### src/hdl/xsr_pkg.sv
// ----------------------------------------------------------------------------
// xsr_pkg
// Shared types and constants for the xorshift64* range draw block.
// ----------------------------------------------------------------------------
`default_nettype none

package xsr_pkg;

	localparam int unsigned STATE_W = 64;
	localparam int unsigned RANGE_W = 63;
	localparam int unsigned ENT_W   = 32;
	localparam int unsigned CNT_W   = 6;   // counts the 64 serial steps

	localparam logic [STATE_W-1:0] MIX_MULT = 64'd2685821657736338717;

	// request kinds carried on tuser
	localparam logic REQ_DRAW   = 1'b0;
	localparam logic REQ_RESEED = 1'b1;

	typedef enum logic [1:0] {
		ST_IDLE,
		ST_MUL,
		ST_DIV,
		ST_OUT
	} xsr_state_t;

endpackage

`default_nettype wire

### src/hdl/xorshift64star_range_draw.sv
// ----------------------------------------------------------------------------
// xorshift64star_range_draw
// xorshift64* generator with a serial multiplier and a serial remainder unit.
// ----------------------------------------------------------------------------
// Draw: the xorshift is applied as the request is taken, then a serial
//   shift-add multiply (ST_MUL), a serial restoring remainder (ST_DIV) and a
//   load into the output register (ST_OUT); the next request is taken only
//   after that load. A result still held stretches the last step.
// Reseed: serial multiply only, no result; next request taken after it.
// Reset (arst_n low, asynchronous): state 0, range 1, no result pending.
`default_nettype none

module xorshift64star_range_draw (
	input  wire logic        clk,
	input  wire logic        arst_n,
	// configuration: range_limit
	input  wire logic        cfg_valid,
	output logic             cfg_ready,
	input  wire logic [62:0] cfg_data,
	// requests
	input  wire logic        s_axis_tvalid,
	output logic             s_axis_tready,
	input  wire logic [31:0] s_axis_tdata,   // [31:0] entropy
	input  wire logic [0:0]  s_axis_tuser,   // [0] req_type
	// results
	output logic             m_axis_tvalid,
	input  wire logic        m_axis_tready,
	output logic [63:0]      m_axis_tdata    // [62:0] value, [63] zero
);

	localparam int unsigned SW = xsr_pkg::STATE_W;
	localparam int unsigned RW = xsr_pkg::RANGE_W;
	localparam int unsigned CW = xsr_pkg::CNT_W;

	xsr_pkg::xsr_state_t state_q, state_d;

	logic [SW-1:0] gen_q;      // generator state
	logic [RW-1:0] range_q;    // modulus
	logic [SW-1:0] mcand_q;    // multiplicand, shifts left
	logic [SW-1:0] mplier_q;   // constant, shifts right, LSB picks the add
	logic [SW-1:0] acc_q;      // product, then dividend shifting out MSB first
	logic [RW-1:0] rem_q;      // running remainder
	logic [CW-1:0] cnt_q;
	logic          draw_q;     // current request is a draw
	logic [RW-1:0] out_q;
	logic          out_vld_q;

	logic          in_acc;
	logic          last_step;
	logic          load_out;
	logic [SW-1:0] xs_draw;
	logic [SW-1:0] xs_seed;
	logic [SW-1:0] acc_next;
	logic [SW-1:0] trial;
	logic [SW-1:0] trial_sub;
	logic          trial_ge;

	assign cfg_ready     = 1'b1;
	assign in_acc        = s_axis_tvalid && s_axis_tready;
	assign last_step     = (cnt_q == {CW{1'b1}});
	assign m_axis_tvalid = out_vld_q;
	assign m_axis_tdata  = {1'b0, out_q};

	// xorshift for a draw (12, 25, 27) and scramble for a reseed (11, 17, 4)
	always_comb begin
		logic [SW-1:0] a;
		logic [SW-1:0] b;
		a = gen_q;
		a = a ^ (a >> 12);
		a = a ^ (a << 25);
		a = a ^ (a >> 27);
		xs_draw = a;
		b = gen_q ^ {{(SW-xsr_pkg::ENT_W){1'b0}}, s_axis_tdata};
		b = b ^ (b >> 11);
		b = b ^ (b << 17);
		b = b ^ (b >> 4);
		xs_seed = b;
	end

	// one shift-add step of the multiply
	assign acc_next = acc_q + (mplier_q[0] ? mcand_q : '0);

	// one restoring remainder step; rem < range < 2^63 so the trial fits
	assign trial     = {rem_q, acc_q[SW-1]};
	assign trial_ge  = (trial >= {1'b0, range_q});
	assign trial_sub = trial - {1'b0, range_q};

	// sequencer
	always_ff @(posedge clk or negedge arst_n) begin
		if (!arst_n) begin
			state_q <= xsr_pkg::ST_IDLE;
		end else begin
			state_q <= state_d;
		end
	end

	always_comb begin
		state_d       = state_q;
		s_axis_tready = 1'b0;
		load_out      = 1'b0;
		unique case (state_q)
			xsr_pkg::ST_IDLE: begin
				s_axis_tready = 1'b1;
				if (s_axis_tvalid) state_d = xsr_pkg::ST_MUL;
			end
			xsr_pkg::ST_MUL: begin
				if (last_step) state_d = draw_q ? xsr_pkg::ST_DIV : xsr_pkg::ST_IDLE;
			end
			xsr_pkg::ST_DIV: begin
				if (last_step) state_d = xsr_pkg::ST_OUT;
			end
			xsr_pkg::ST_OUT: begin
				// wait until the output register is free
				if (!out_vld_q || m_axis_tready) begin
					load_out = 1'b1;
					state_d  = xsr_pkg::ST_IDLE;
				end
			end
			default: state_d = xsr_pkg::ST_IDLE;
		endcase
	end

	// architectural state and result handshake
	always_ff @(posedge clk or negedge arst_n) begin
		if (!arst_n) begin
			gen_q     <= '0;
			range_q   <= {{(RW-1){1'b0}}, 1'b1};
			out_vld_q <= 1'b0;
			cnt_q     <= '0;
		end else begin
			if (cfg_valid && cfg_ready) range_q <= cfg_data;

			if (in_acc && (s_axis_tuser[0] == xsr_pkg::REQ_DRAW)) gen_q <= xs_draw;
			else if (state_q == xsr_pkg::ST_MUL && last_step && !draw_q) gen_q <= acc_next;

			if (in_acc) cnt_q <= '0;
			else if (state_q == xsr_pkg::ST_MUL || state_q == xsr_pkg::ST_DIV)
				cnt_q <= cnt_q + 1'b1;

			if (load_out) out_vld_q <= 1'b1;
			else if (m_axis_tready) out_vld_q <= 1'b0;
		end
	end

	// serial datapath
	always_ff @(posedge clk) begin
		if (in_acc) begin
			draw_q   <= (s_axis_tuser[0] == xsr_pkg::REQ_DRAW);
			mcand_q  <= (s_axis_tuser[0] == xsr_pkg::REQ_DRAW) ? xs_draw : xs_seed;
			mplier_q <= xsr_pkg::MIX_MULT;
			acc_q    <= '0;
		end else if (state_q == xsr_pkg::ST_MUL) begin
			mcand_q  <= mcand_q << 1;
			mplier_q <= mplier_q >> 1;
			acc_q    <= acc_next;
			rem_q    <= '0;
		end else if (state_q == xsr_pkg::ST_DIV) begin
			acc_q <= acc_q << 1;
			rem_q <= trial_ge ? trial_sub[RW-1:0] : trial[RW-1:0];
		end

		// zero range reads as range one: result 0
		if (load_out) out_q <= (range_q == '0) ? '0 : rem_q;
	end

endmodule

`default_nettype wire
### config.mk
export PLATFORM = sky130hd
export DESIGN_NAME = xorshift64star_range_draw
export DESIGN_NICKNAME = d
export VERILOG_FILES = /design/src/hdl/xsr_pkg.sv /design/src/hdl/xorshift64star_range_draw.sv
export SDC_FILE = /design/constraint.sdc
export NUM_CORES = 1
export LEC_CHECK = 0
export ABC_AREA = 0
export BUFFER_PORTS_ARGS = -buffer_cell sky130_fd_sc_hd__clkbuf_2
export CORE_MARGIN = 5
export CORE_UTILIZATION = 55
export DETAILED_ROUTE_END_ITERATION = 10
export PLACE_DENSITY_LB_ADDON = 0.25
export SLEW_MARGIN = 20
export SYNTH_ARGS = -nofsm -noshare
export SYNTH_HDL_FRONTEND = slang
export SYNTH_SLANG_ARGS = --single-unit
### constraint.sdc
create_clock -name clk -period 5.15 [get_ports clk]
set_clock_uncertainty 0.1 [all_clocks]
set_input_delay 0.7725 -clock clk [delete_from_list [all_inputs] [get_ports clk]]
set_output_delay 0.7725 -clock clk [all_outputs]
set_load 0.02 [all_outputs]
Word level (Yosys, flattened, before mapping)
Cells that the tools add are included.

Divide/modulo/power cells: 0. Equality and inequality tests: 8. Reduce and logical (&&, ||, !) cells: 17. Bitwise logic cells: 9. $add $sub $neg: 3. Multiplexer cells: 23. $lt $le $gt $ge: 1. Multiply operators: 0. Shift operators: 0.

Operators with widths (count): $mux W64 (8); $xor A64 B64 Y64 (2); $mux W63 (2); $add A64 B64 Y64 (1); $ge A64 B63 Y1 (1); $xor A64 B32 Y64 (1); $xor A64 B37 Y64 (1); $xor A64 B52 Y64 (1); $xor A64 B53 Y64 (1); $xor A64 B60 Y64 (1); $logic_not A63 Y1 (1); $sub A63 B63 Y63 (1); $mux W6 (2); $mux W2 (5); $reduce_bool A2 Y1 (5); $ne A2 B2 Y1 const B (4); $pmux W2 S4 (1); $add A6 B1 Y6 const B (1); $eq A6 B6 Y1 const B (1); $mux W1 (5); $eq A2 B2 Y1 const B (2); $logic_and A1 B1 Y1 (4); $reduce_and A4 Y1 (1); $eq A2 B1 Y1 const B (1); other kinds (5) (8).

Memories kept: 0. Bits of input ports: 101. Bits in read-only memories: 0. Output and inout bits: 67. RAM bits: 0. Word-level logic and storage cells: 72. Register bits after elaboration: 453. Latch bits: 0.

Longest topological paths before layout
Word-level depth: 6. Depth in mapped cells: 15. Depth with buffers taken out: 13.

Worst setup path before layout
No wires, ideal clock.

Path type: register to register. From: reg state_q[0]. To: reg rem_q[0], enable pin. Arrival: 4129 ps. Setup slack: 435 ps. Buffers on the path: 2. Period minus slack after synthesis: 4715 ps. Library setup time: 486 ps. Data required time: 4564 ps. Cell stages (with the launch flop): 8. Cells stage by stage: dfrtp_1 > inv_1 > ha_1 > nand2_1 > clkbuf_1 > inv_1 > clkbuf_1 > nor2_1.

Cells in the longest elaborated chain, start to end: 5. Elaborated cells between the ends (all ways): 8. Those cells by class: 2 x eq/ne; 1 x mux; 1 x bitwise; 4 x reduce/logical.

RTL lines: start, declared (RTL line xorshift64star_range_draw.sv:35) `xsr_pkg::xsr_state_t state_q, state_d;`; start signal, assigned (RTL line xorshift64star_range_draw.sv:91) `state_q <= xsr_pkg::ST_IDLE;`; start signal, assigned (RTL line xorshift64star_range_draw.sv:93) `state_q <= state_d;`; $logic_not A2 Y1 (RTL line xorshift64star_range_draw.sv:101) `unique case (state_q)`; $mux W1 (RTL line xorshift64star_range_draw.sv:101); via s_axis_tready (RTL line xorshift64star_range_draw.sv:22) `output logic s_axis_tready,`; $logic_and A1 B1 Y1 (RTL line xorshift64star_range_draw.sv:59) `assign in_acc = s_axis_tvalid && s_axis_tready;`; $not A1 Y1 (no source line); $reduce_and A2 Y1 (no source line); end signal, assigned (RTL line xorshift64star_range_draw.sv:159) `rem_q <= trial_ge ? trial_sub[RW-1:0] : trial[RW-1:0];`; end, declared (RTL line xorshift64star_range_draw.sv:42) `logic [RW-1:0] rem_q;`.

The timed path passes the listed nets, and every way through them passes these cells. A chain may end at the register's enable or synchronous reset.

Final worst setup path
From: reg mplier_q[0]. To: reg acc_q[63].

Cells in the longest elaborated chain, start to end: 3.

RTL lines: start, declared (RTL line xorshift64star_range_draw.sv:40) `logic [SW-1:0] mplier_q;`; start signal, assigned (RTL line xorshift64star_range_draw.sv:150) `mplier_q <= xsr_pkg::MIX_MULT;`; start signal, assigned (RTL line xorshift64star_range_draw.sv:154) `mplier_q <= mplier_q >> 1;`; $mux W64 (RTL line xorshift64star_range_draw.sv:81) `assign acc_next = acc_q + (mplier_q[0] ? mcand_q : '0);`; $add A64 B64 Y64 (RTL line xorshift64star_range_draw.sv:81); $mux W64 (RTL line xorshift64star_range_draw.sv:152) `end else if (state_q == xsr_pkg::ST_MUL) begin`; end signal, assigned (RTL line xorshift64star_range_draw.sv:155) `acc_q <= acc_next;`; end signal, assigned (RTL line xorshift64star_range_draw.sv:158) `acc_q <= acc_q << 1;`; end, declared (RTL line xorshift64star_range_draw.sv:41) `logic [SW-1:0] acc_q;`.

Every way passes these cells.

==> metrics.txt <==
# TYPE chip_impl_metric gauge
chip_impl_metric{name="r2r_setup_slack",unit="ns"} 0.63
chip_impl_metric{name="drt-total-wl",unit="microns"} 92500
chip_impl_metric{name="gp_routability_congestion",unit=""} 0.971
chip_impl_metric{name="synth.yosys.seq_area_share",unit="%"} 38.6
chip_impl_info{name="synthFlopType",value="edfxtp_1"} 1
chip_impl_info{name="crit_top_cell",value="a21oi_1"} 1
chip_impl_metric{name="final-max-slew-violation-count",unit=""} 0
chip_impl_metric{name="ys_ff_latch",unit=""} 453
chip_impl_info{name="end_kind",value="flop"} 1
chip_impl_metric{name="die_width",unit="microns"} 244
chip_impl_info{name="timing_worst_setup_path_type",value="flop to flop"} 1
chip_impl_metric{name="post-route-min-period",unit="ns"} 4.52
chip_impl_metric{name="cp_data_arrival_time",unit="ns"} 4.89
chip_impl_metric{name="nets",unit=""} 3737
chip_impl_metric{name="wire_per_inst",unit="microns"} 21.8
chip_impl_metric{name="transition_time_of_the_tightest_slew_check_pin",unit="ns"} 0.969
chip_impl_info{name="status",value="complete, no violations"} 1
chip_impl_metric{name="num_vias",unit=""} 25700
chip_impl_metric{name="insertedDiodeCount",unit=""} 0
chip_impl_metric{name="post-route-drc-count",unit=""} 0
chip_impl_metric{name="grt-ovfl-total",unit=""} 0
chip_impl_metric{name="detail-route-antenna-nets",unit=""} 0
chip_impl_metric{name="placeableCoreArea",unit="sq mm"} 0.0548
chip_impl_info{name="most-common-layout-cells",value="nand2_1 (480), a21oi_1 (308), xnor2_1 (307), o21ai_0 (267), nor2_1 (233)"} 1
chip_impl_metric{name="clk-insertion-delay-late",unit="ns"} 0.61
chip_impl_metric{name="viasPerCell",unit=""} 6.06
chip_impl_metric{name="finalCritPeriodShare",unit="%"} 87.9
chip_impl_info{name="worst_path_max_delay_cell",value="dfxtp_1"} 1
chip_impl_metric{name="yosysUniqueCellTypes",unit=""} 85
chip_impl_metric{name="die_y",unit="microns"} 244
chip_impl_info{name="worst_setup_path_start_kind",value="flop"} 1
chip_impl_metric{name="post-place-cells",unit=""} 4156
chip_impl_info{name="regToRegEndpoint",value="acc_q[63]$_SDFFE_PP0P_"} 1
chip_impl_metric{name="drv_cap",unit=""} 0
chip_impl_metric{name="critical_path_required",unit="ns"} 5.51
chip_impl_info{name="crit_chain",value="buf_4 > and2_1 > ha_1 > a21oi_1 > o21bai_1 > a21oi_1 > o21ai_0 > a2111oi_0 > o21ai_0 > a21oi_1 > xnor2_1 > o211ai_1 > o31ai_1"} 1
chip_impl_metric{name="core.rowCount",unit=""} 86
chip_impl_metric{name="dp_hpwl",unit="microns"} 69000
chip_impl_info{name="cts_root_buf",value="clkbuf_16"} 1
chip_impl_metric{name="worst_r2r_path_depth",unit=""} 13
chip_impl_info{name="cts_tree",value="built"} 1
chip_impl_metric{name="floorplan.io_pins",unit=""} 168
chip_impl_metric{name="setup_viol_count_final",unit=""} 0
chip_impl_metric{name="placement.io_buffers",unit=""} 165
chip_impl_metric{name="hold_slack",unit="ns"} 0.0420
chip_impl_metric{name="die_area",unit="sq mm"} 0.0597
chip_impl_metric{name="asyncSetResetFlopFracSynth",unit="%"} 30.0
chip_impl_metric{name="vias_in_the_first_global_route",unit=""} 24600
chip_impl_metric{name="drt-pass1-iter-count",unit=""} 7
chip_impl_metric{name="synth_edf_count",unit=""} 191
chip_impl_metric{name="n_fill_cell",unit=""} 4927
chip_impl_metric{name="fmaxAchievable",unit="MHz"} 221
chip_impl_metric{name="clock_tree.htree_level_count",unit=""} 2
chip_impl_metric{name="number_of_antenna_violations_at_the_first_check_in_global_routing",unit=""} 0
chip_impl_metric{name="yosys_warnings",unit=""} 0
chip_impl_metric{name="cts-buffers-inserted",unit=""} 49
chip_impl_metric{name="finalHoldViolCount",unit=""} 0
chip_impl_info{name="layout_commonest_cell",value="nand2_1"} 1
chip_impl_metric{name="cts_post_setup_buffers_inserted",unit=""} 0
chip_impl_metric{name="cts_num_sinks",unit=""} 453
chip_impl_metric{name="instances_no_fill",unit=""} 4247
chip_impl_metric{name="syn_avg_cell_area",unit="sq um"} 8.67
chip_impl_info{name="hold_path.class",value="input port to async pin"} 1
chip_impl_metric{name="final.setup.tns",unit="ns"} 0
chip_impl_metric{name="drt_iter0_markers",unit=""} 2666
chip_impl_metric{name="area_growth",unit="%"} 9.38
chip_impl_metric{name="syn_area",unit="sq mm"} 0.0302
chip_impl_metric{name="syn_nets",unit=""} 3718
chip_impl_metric{name="clockBufferDepth",unit=""} 3
chip_impl_metric{name="clkSlewWorstSetupHoldPaths",unit="ns"} 0.06
chip_impl_metric{name="critPathMaxStageDelay",unit="ns"} 0.67
chip_impl_metric{name="grt_first_pass_wirelength",unit="microns"} 142000
chip_impl_metric{name="final_core_utilization",unit="%"} 60.3
chip_impl_info{name="rsz0062_at_grt",value="false"} 1
chip_impl_metric{name="drive_gt1_share",unit="%"} 9.23
chip_impl_metric{name="holdBufCountCts",unit=""} 0
chip_impl_info{name="reg_to_reg_critical_path_startpoint",value="mplier_q[0]$_SDFFE_PP1P_"} 1
chip_impl_metric{name="cts.repair.resized",unit=""} 0
chip_impl_metric{name="critical_path.max_fanout",unit=""} 46
chip_impl_metric{name="grt_start_max_net_pins",unit=""} 144
chip_impl_metric{name="grt_usage",unit="%"} 30.0
chip_impl_metric{name="synth_cells",unit=""} 3484
chip_impl_metric{name="floorplan.initialDensity",unit="%"} 55.2
chip_impl_metric{name="max-slew-margin-rel",unit="%"} 35.4
[logic make-up after synthesis]
| logic type | count (synthesis) | synth area share, % |
|---|---|---|
| buffers and inverters | 328 | 4.22 |
| multiplexers | 117 | 3.88 |
| flip-flops | 453 | 38.6 |
| adder cells (fa/ha/maj) | 133 | 5.56 |
| AO/OA/AOI/OAI | 894 | 17.8 |
| AND/OR/NAND/NOR | 1102 | 16.8 |
| other | 2 | 0.0249 |
| XOR/XNOR | 455 | 13.2 |
[synthesized netlist by cell type (7+ instances only)]
library cell,count,area (sq um)
nand2_1,483,1810
a21oi_1,308,1540
xnor2_1,307,2690
o21ai_0,267,1340
nor2_1,235,882
edfxtp_1,191,5740
clkbuf_1,186,698
xor2_1,148,1300
dfrtp_1,135,3380
ha_1,131,1640
dfxtp_1,126,2520
mux2i_1,115,1150
inv_1,102,383
and2_1,76,475
nor2b_1,74,463
a31oi_1,51,319
a21o_1,48,360
nand3_1,46,230
nand4_1,46,288
a211oi_1,39,293
o21bai_1,34,255
nor3_1,32,160
nor4_1,28,175
and3_1,19,119
buf_2,19,95.1
o211ai_1,18,135
buf_1,15,56.3
nand2b_1,15,93.8
o21a_1,14,105
and4_1,12,105
a32oi_1,11,96.3
or2_2,10,62.6
o31ai_1,9,67.6
or3_1,9,56.3
a221oi_1,8,70.1
a22oi_1,8,60.1
o22ai_1,8,50.1
a221o_1,7,70.1
o221ai_1,7,61.3
[layer usage]
layer	vias to the layer above	share of wire (%)	global-route usage [%]
met5	-	0	0
li1	12200	-	-
met3	209	7.5	4.05
met1	12200	43	41.7
met2	1114	45	48.3
met4	0	4.1	11.0
[worst max-delay path, delay by kind of cell (launching register included)]
| kind | cells | cell delay (ns) |
|---|---|---|
| AO/OA/AOI/OAI | 9 | 2.41 |
| adder cells (fa/ha/maj) | 1 | 0.32 |
| flip-flops | 1 | 0.67 |
| XOR/XNOR | 1 | 0.14 |
| AND/OR/NAND/NOR | 1 | 0.23 |
| buffers and inverters | 1 | 0.48 |
[cell type report]
cell class / count / area [sq um] / area share [%]
sequential: 453 / 11700 / 35.3
inverter: 103 / 387 / 1.17
tap: 704 / 881 / 2.67
clock inverter: 22 / 282 / 0.852
clock buffer: 69 / 1390 / 4.22
multi-input combinational: 2703 / 17300 / 52.5
timing repair buffer: 193 / 1090 / 3.31
[registers in the layout, summed over array words and instances (netlist names), named ones only]
signal	count
rem_q	63
out_q	63
mplier_q	62
m_axis_tvalid	1
range_q	63
acc_q	64
draw_q	1
gen_q	64
mcand_q	64
cnt_q	6
state_q	1
[per-stage QoR]
stage	setup slack (ns)	area (sq um)
floorplan	0.435	30200
global placement	0.578	31400
detailed placement	0.717	31400
CTS	0.699	33000
global route	0.311	33000
finish	0.625	33000
[worst max path at each step]
stage	from	endpoint	slack, ns	cells past startpoint
2_1_floorplan	state_q[0]$_DFFE_PN0P_	rem_q[0]$_SDFFCE_PP0P_	0.44	7
3_3_place_gp	mplier_q[0]$_SDFFE_PP1P_	acc_q[63]$_SDFFE_PP0P_	0.58	13
3_5_place_dp	mplier_q[0]$_SDFFE_PP1P_	acc_q[63]$_SDFFE_PP0P_	0.72	13
4_1_cts	mplier_q[0]$_SDFFE_PP1P_	acc_q[63]$_SDFFE_PP0P_	0.70	13
5_1_grt	mplier_q[0]$_SDFFE_PP1P_	gen_q[60]$_DFFE_PN0P_	0.31	13
6_report	mplier_q[0]$_SDFFE_PP1P_	acc_q[63]$_SDFFE_PP0P_	0.63	13
Power is left out: the tool's default activity adds up to more than one toggle a clock period on the data nets, which glitch-free logic cannot reach.
